`src/hdl/kmh_pkg.sv`:
```
// shared types and constants for the keyed max-heap accumulator
`timescale 1ns / 1ps
package kmh_pkg;

  localparam int unsigned KEY_W   = 64;
  localparam int unsigned GAIN_W  = 32;
  localparam int unsigned TOTAL_W = 48;
  localparam int unsigned SLOT_W  = 8;
  localparam int unsigned COUNT_W = 9;
  localparam logic [TOTAL_W-1:0] TOTAL_MAX = {TOTAL_W{1'b1}};

  typedef struct packed {
    logic [KEY_W-1:0]  key;
    logic [GAIN_W-1:0] gain;
  } in_word_t;

  typedef struct packed {
    logic [SLOT_W-1:0]  slot;
    logic [TOTAL_W-1:0] entry_total;
    logic [KEY_W-1:0]   top_key;
    logic [TOTAL_W-1:0] top_total;
    logic               is_new;
    logic               dropped;
    logic [COUNT_W-1:0] entry_count;
  } out_word_t;

  // controller to datapath
  typedef struct packed {
    logic load_in;      // capture input word, clear search index
    logic rd_search;    // read entry at search index
    logic step_search;  // compare read data, advance index
    logic start_upd;    // add gain to found entry / set up new entry
    logic rd_parent;    // read parent of current position
    logic do_swap;      // write parent entry at current position, move up
    logic write_entry;  // write current entry at current position
    logic rd_root;      // read slot 0
    logic load_out;     // form result word
  } kmh_cmd_t;

  // datapath to controller
  typedef struct packed {
    logic match;       // read key equals input key
    logic search_end;  // index has reached fill count
    logic full;
    logic at_root;
    logic parent_less; // entry total >= parent total
  } kmh_sts_t;

endpackage

```
`src/hdl/kmh_ctrl.sv`:
```
// controller state machine for search, update and sift-up
`timescale 1ns / 1ps
module kmh_ctrl (
  input  logic              clk,
  input  logic              rst,
  input  logic              in_valid,
  output logic              in_ready,
  output logic              out_valid,
  input  logic              out_ready,
  input  kmh_pkg::kmh_sts_t sts,
  output kmh_pkg::kmh_cmd_t cmd
);
  import kmh_pkg::*;

  typedef enum logic [8:0] {
    S_IDLE   = 9'b000000001,
    S_CHECK  = 9'b000000010,
    S_READ   = 9'b000000100,
    S_CMP    = 9'b000001000,
    S_UPD    = 9'b000010000,
    S_PREAD  = 9'b000100000,
    S_PCMP   = 9'b001000000,
    S_ROOT   = 9'b010000000,
    S_OUT    = 9'b100000000
  } state_t;

  state_t state, state_next;
  logic   out_valid_next;

  always_comb begin
    cmd            = '0;
    state_next     = state;
    out_valid_next = out_valid && !out_ready;
    in_ready       = (state == S_IDLE);
    case (state)
      S_IDLE: begin
        if (in_valid) begin
          cmd.load_in = 1'b1;
          state_next  = S_CHECK;
        end
      end
      S_CHECK: begin
        if (sts.search_end) begin
          cmd.start_upd = 1'b1;
          state_next    = sts.full ? S_ROOT : S_PREAD;
        end else begin
          cmd.rd_search = 1'b1;
          state_next    = S_READ;
        end
      end
      S_READ: begin
        state_next = S_CMP;
      end
      S_CMP: begin
        cmd.step_search = 1'b1;
        if (sts.match) begin
          cmd.start_upd = 1'b1;
          state_next    = S_PREAD;
        end else begin
          state_next = S_CHECK;
        end
      end
      S_PREAD: begin
        if (sts.at_root) begin
          cmd.write_entry = 1'b1;
          state_next      = S_ROOT;
        end else begin
          cmd.rd_parent = 1'b1;
          state_next    = S_PCMP;
        end
      end
      S_PCMP: begin
        // parent word arrives now; swap when entry is not below it
        if (sts.parent_less) begin
          cmd.rd_parent = 1'b1;
          state_next    = S_UPD;
        end else begin
          cmd.write_entry = 1'b1;
          state_next      = S_ROOT;
        end
      end
      S_UPD: begin
        cmd.do_swap = 1'b1;
        state_next  = S_PREAD;
      end
      S_ROOT: begin
        cmd.rd_root = 1'b1;
        if (!out_valid) begin
          state_next = S_OUT;
        end
      end
      S_OUT: begin
        cmd.load_out   = 1'b1;
        out_valid_next = 1'b1;
        state_next     = S_IDLE;
      end
      default: begin
        state_next = S_IDLE;
      end
    endcase
  end

  always_ff @(posedge clk) begin
    if (rst) begin
      state     <= S_IDLE;
      out_valid <= 1'b0;
    end else begin
      state     <= state_next;
      out_valid <= out_valid_next;
    end
  end
endmodule

```
`config.mk`:
```
export PLATFORM = sky130hd
export DESIGN_NAME = kmh_ctrl
export DESIGN_NICKNAME = d
export VERILOG_FILES = /design/src/hdl/kmh_pkg.sv /design/src/hdl/kmh_ctrl.sv
export SDC_FILE = /design/constraint.sdc
export NUM_CORES = 1
export LEC_CHECK = 0
export BUFFER_PORTS_ARGS = -buffer_cell sky130_fd_sc_hd__buf_4
export CORE_MARGIN = 4
export CORE_UTILIZATION = 49
export DETAILED_ROUTE_END_ITERATION = 8
export PLACE_DENSITY = 0.76
export SETUP_SLACK_MARGIN = 0.4
export SLEW_MARGIN = 20
export SYNTH_ARGS = -nofsm -noshare
export SYNTH_HDL_FRONTEND = slang
export SYNTH_SLANG_ARGS = --single-unit
```
`constraint.sdc`:
```
create_clock -name clk -period 1.85 [get_ports clk]
set_input_delay 0.2775 -clock clk [delete_from_list [all_inputs] [get_ports clk]]
set_output_delay 0.2775 -clock clk [all_outputs]
set_load 0.02 [all_outputs]
```
==> flow_summary.yaml, run 1 <==
die:
  ios: 20
  fp.dieH_um: 46.2
  die_w_um: 46.2
  start_util: 0.536
  num_rows: 13
clock_tree:
  cts_made_buffers: 3
  root_buffer: "clkbuf_4"
  cts.sinks: 10
  htreeDepth: 1
  cts.path.max_buffers: 2
logic_synthesis:
  syn_avg_cell_area_sq_um: 8.12
  yosys_register_bits: 10
  syn-cell-area_sq_um: 714
  synth_nets: 97
  syn_inst: 88
  ys_seq_area_frac: 0.280
  synth-warning-count: 0
  ys_types: 43
place:
  hpwl_um: 1560
  io_buffers: 19
  place.gp.congestion: 0.964
global_route:
  antenna_found_initial: 0
  grt_max_degree: 10
status:
  stop_stage: "global routing"
  stop_error: "[ERROR DPL-0033] detailed placement checks failed during check placement."
  status: "stopped before the end"
sta:
  worst_endpoint: "cmd[5]"
  endpoint_type: "primary output"
## kinds of logic after synthesis
| logic type | synth area share |
|---|---|
| AND/OR/NAND/NOR | 0.469 |
| AO/OA/AOI/OAI | 0.140 |
| buffers and inverters | 0.0823 |
| flip-flops | 0.280 |
| XOR/XNOR | 0.0123 |
| multiplexers | 0.0158 |
## cells in the mapped netlist (all sizes together)
cell type / n / area share
a211o: 1 / 0.014
a21oi: 1 / 0.0070
a311oi: 1 / 0.012
a31oi: 3 / 0.026
and2: 1 / 0.0088
and3: 2 / 0.019
and4: 1 / 0.012
and4b: 1 / 0.014
buf: 6 / 0.054
clkbuf: 1 / 0.0070
dfxtp: 10 / 0.28
inv: 4 / 0.021
mux2: 1 / 0.016
nand2: 6 / 0.032
nand2b: 2 / 0.018
nand3: 1 / 0.0070
nand3b: 2 / 0.021
nand4: 1 / 0.0088
nand4b: 1 / 0.012
nor2: 12 / 0.067
nor2b: 1 / 0.0088
nor3: 6 / 0.063
nor3b: 1 / 0.011
nor4: 7 / 0.091
nor4b: 1 / 0.012
nor4bb: 1 / 0.014
o211a: 1 / 0.014
o21a: 1 / 0.011
o21ai: 2 / 0.014
o21ba: 2 / 0.028
o311a: 1 / 0.014
or2: 1 / 0.0088
or3: 3 / 0.026
or4: 1 / 0.016
xnor2: 1 / 0.012
## per-stage QoR
step | hold slack, ns | instances | instance area [sq um] | setup WS (ns) | setup TNS (ns)
2_1_floorplan | 0.347 | 88 | 743 | 0.235 | 0
3_3_place_gp | 0.470 | 122 | 913 | 0.184 | 0
3_5_place_dp | 0.474 | 122 | 913 | 0.123 | 0
4_1_cts | 0.193 | 135 | 1140 | -0.0800 | -0.223
## what timing repair did
action                     4_1_cts
setup endpoints to repair       18
buffers inserted                 9
hold buffers                     0
pin swaps                       10
gates resized for setup         37
==> run 2: changes to the inputs <==
- CORE_AREA: unset -> 4 4 65 67
- CORE_MARGIN: 4 -> unset
- CORE_UTILIZATION: 49 -> unset
- DIE_AREA: unset -> 0 0 69 71
- PLACE_DENSITY: 0.76 -> unset
- PLACE_DENSITY_LB_ADDON: unset -> 0.15
- SETUP_SLACK_MARGIN: 0.4 -> unset
==> run 2 against run 1 <==
Synthesized area did not move. Synthesized cell count unchanged. The flow now finishes, with violations (setup timing).
==> flow_summary.yaml, run 2 <==
die:
  ios: 20
  num_rows: 22
  start_util: 0.197
  fp.dieH_um: 71
  core_area_sq_um: 3630
  die_w_um: 69
  die_area_sq_um: 4900
worst_setup_path:
  r2r_end: "state[5]"
  endpoint: "cmd[0]"
  reg2reg_from: "state[6]"
  r2r_cells: 7
  setup.worst_path.start: "state[6]"
  crit_type: "reg -> out"
  path_max_fanout: 4
  arrival_ns: 1.64
  rrSetupSlack_ns: 0.09
  crit_path_end_kind: "output pin"
  crit_path_start_kind: "register"
  cp.required_ns: 1.57
logic_synthesis:
  synth_common_cells: "nor2_1 (11), dfxtp_1 (10), nand2_1 (6)"
  syn_inst: 88
  ys_seq_area_frac: 0.280
  yosysTopAreaCell: "dfxtp_1"
  synth_nets: 97
  ys_types: 43
  synth-main-ff-cell: "dfxtp_1"
  synth_fa_ha_area_frac: 0
  synthArstFlopShare: 0
  post-synth-top-count-cell: "nor2_1"
  synth-warning-count: 0
  synthMuxAreaShare: 0.0158
  synth_xor_area_frac: 0.0123
  synth_enable_flop_cells: 0
  netlist_top_cells_area: "dfxtp_1 (28%), nor2_1 (5.8%), nor4_1 (4.4%), nor3_2 (4.2%), nand2_1 (3.2%)"
  synthSimpleGateAreaFrac: 0.469
  synth_top_family_by_area: "simple AND/OR/NAND/NOR gates"
  synth_top_area_frac: 0.280
  yosys_register_bits: 10
  syn-cell-area_sq_um: 714
  syn_avg_cell_area_sq_um: 8.12
  synth_compound_area_frac: 0.140
global_route:
  antenna_found_initial: 0
  grtUsageTotal: 0.0944
  grt_max_degree: 10
  grt_pass1_wl_um: 3770
  grt-ovfl-total: 0
  first_global_vias: 791
layout:
  top_regs: "state (9), out_valid (1)"
  final_util: 0.300
  layout_commonest_cell: "buf_4"
  final_cell_mix: "buf_4 (34), nor2_1 (10), dfxtp_1 (9)"
  layout.nets: 131
  top_register: "state"
  n_antenna_cell: 0
  largest_register_ffs: 9
  drive_gt1_frac: 0.463
  area_growth_pct: 52.7
sta:
  setup_viol: 2
  rsz0062_at_grt: "true"
  fin_crit_sh: 1.04
  final_max_slew_viol_count: 0
  skew_ns: 0.000450
  max_freq_ghz: 0.521
  finalHoldViolations: 0
  timing.slew.headroom: 0.753
  period_minus_slack_ns: 1.92
  timing.final.ws_setup_ns: -0.0691
  max_slew.worst_pin.slew_ns: 0.371
drt:
  wl_um: 2260
  drt-pass1-iter-count: 4
  drc: 0
  drtIter0Drc: 40
  viasPerCell: 4.64
  ant_nets: 0
  via_count: 785
  wire_per_inst_um: 13.4
status:
  status: "finished, violations left"
  violations: "setup timing"
clock_tree:
  ctsHoldBuffers: 0
  cts.path.max_buffers: 2
  cts_tree: "yes"
  root_buffer: "clkbuf_8"
  path_clk_slew_ns: 0.05
  cts.sinks: 10
  cts_made_buffers: 3
  clock_latency_ns: 0.23
  htreeDepth: 1
place:
  hpwl_um: 1740
  io_buffers: 19
  place.gp.congestion: 0.724
power:
  swShare: 0.375
  p_switching_uw: 412
  power_uw: 1100
  seqPwrFrac: 0.288
  clkPwrFrac: 0.250
  ir_drop_mv: 0.296
  leakagePower_uw: 0.000497
  p_comb_frac: 0.462
  p_int_uw: 686
  pwr_density_cell_nw_per_um2: 1010
flow_run:
  drv_cap: 0
min_path:
  holdCritPathClass: "in -> reg"
## run 2: cell counts after synthesis
No cell type changed its count.
## run 2: cells by family (layout without fill, tap and decap cells)
group | Yosys count | in the layout
buffers and inverters | 11 | 44
AO/OA/AOI/OAI | 13 | 13
multiplexers | 1 | 1
flip-flops | 10 | 10
AND/OR/NAND/NOR | 52 | 52
XOR/XNOR | 1 | 1
## run 2: cell type report
| cell class | instances | area (sq um) |
|---|---|---|
| flip-flops and latches | 10 | 201 |
| clock buffers | 4 | 55.1 |
| repair buffers | 36 | 278 |
| inverters | 4 | 15.0 |
| well taps | 48 | 60.1 |
| multi-input cells | 67 | 482 |
| fillers | 408 | 2540 |
## run 2: worst min-delay path by stage
stage                start       end  slack [ns]  depth (start not counted)
floorplan              rst  state[5]        0.35                          1
global placement    sts[3]  state[2]        0.48                          2
detailed placement  sts[3]  state[2]        0.48                          2
CTS                 sts[3]  state[2]        0.23                          2
global route        sts[3]  state[2]        0.24                          2
finish              sts[3]  state[2]        0.24                          2
## run 2: metrics by stage
stage	setup TNS [ns]	std cells	cell area, sq um	hold slack [ns]	setup WS, ns
after global routing	-0.372	169	1090	0.236	-0.137
after floorplan	0	88	714	0.347	0.0696
after detailed placement	0	156	933	0.480	0.138
after global placement	0	156	933	0.478	0.144
after CTS	-0.0604	169	1080	0.231	-0.0424
final	-0.125	169	1090	0.236	-0.0691
## run 2: repair_timing
| item | CTS | global route |
|---|---|---|
| pin swaps | 3 | 3 |
| endpoints found under the setup margin | 6 | 8 |
| buffers inserted | 9 | 1 |
| resized for setup | 7 | 3 |
## run 2: metal layers
layer  part of all wire  vias up  global-route usage
li1                   -      389                   -
met1               0.44      361               0.112
met2               0.48       33               0.164
met3              0.073        2              0.0313
met4             0.0053        0              0.0217
met5                  0        -                   0
## run 2: power groups by stage
stage / combinational (uW) / clock [uW] / sequential (uW)
2_1_floorplan: 324 / 0 / 280
3_3_place_gp: 460 / 0 / 314
3_5_place_dp: 456 / 0 / 315
4_1_cts: 505 / 280 / 311
5_1_grt: 559 / 293 / 321
6_report: 507 / 274 / 316
## run 2: critical path, stage by stage (launching register included)
cell and delay, ns:
dfxtp_1 0.31, or4_4 0.57, nor2_4 0.13, and4b_1 0.26, buf_6 0.14
No activity file was read; power rests on OpenSTA's default activity.
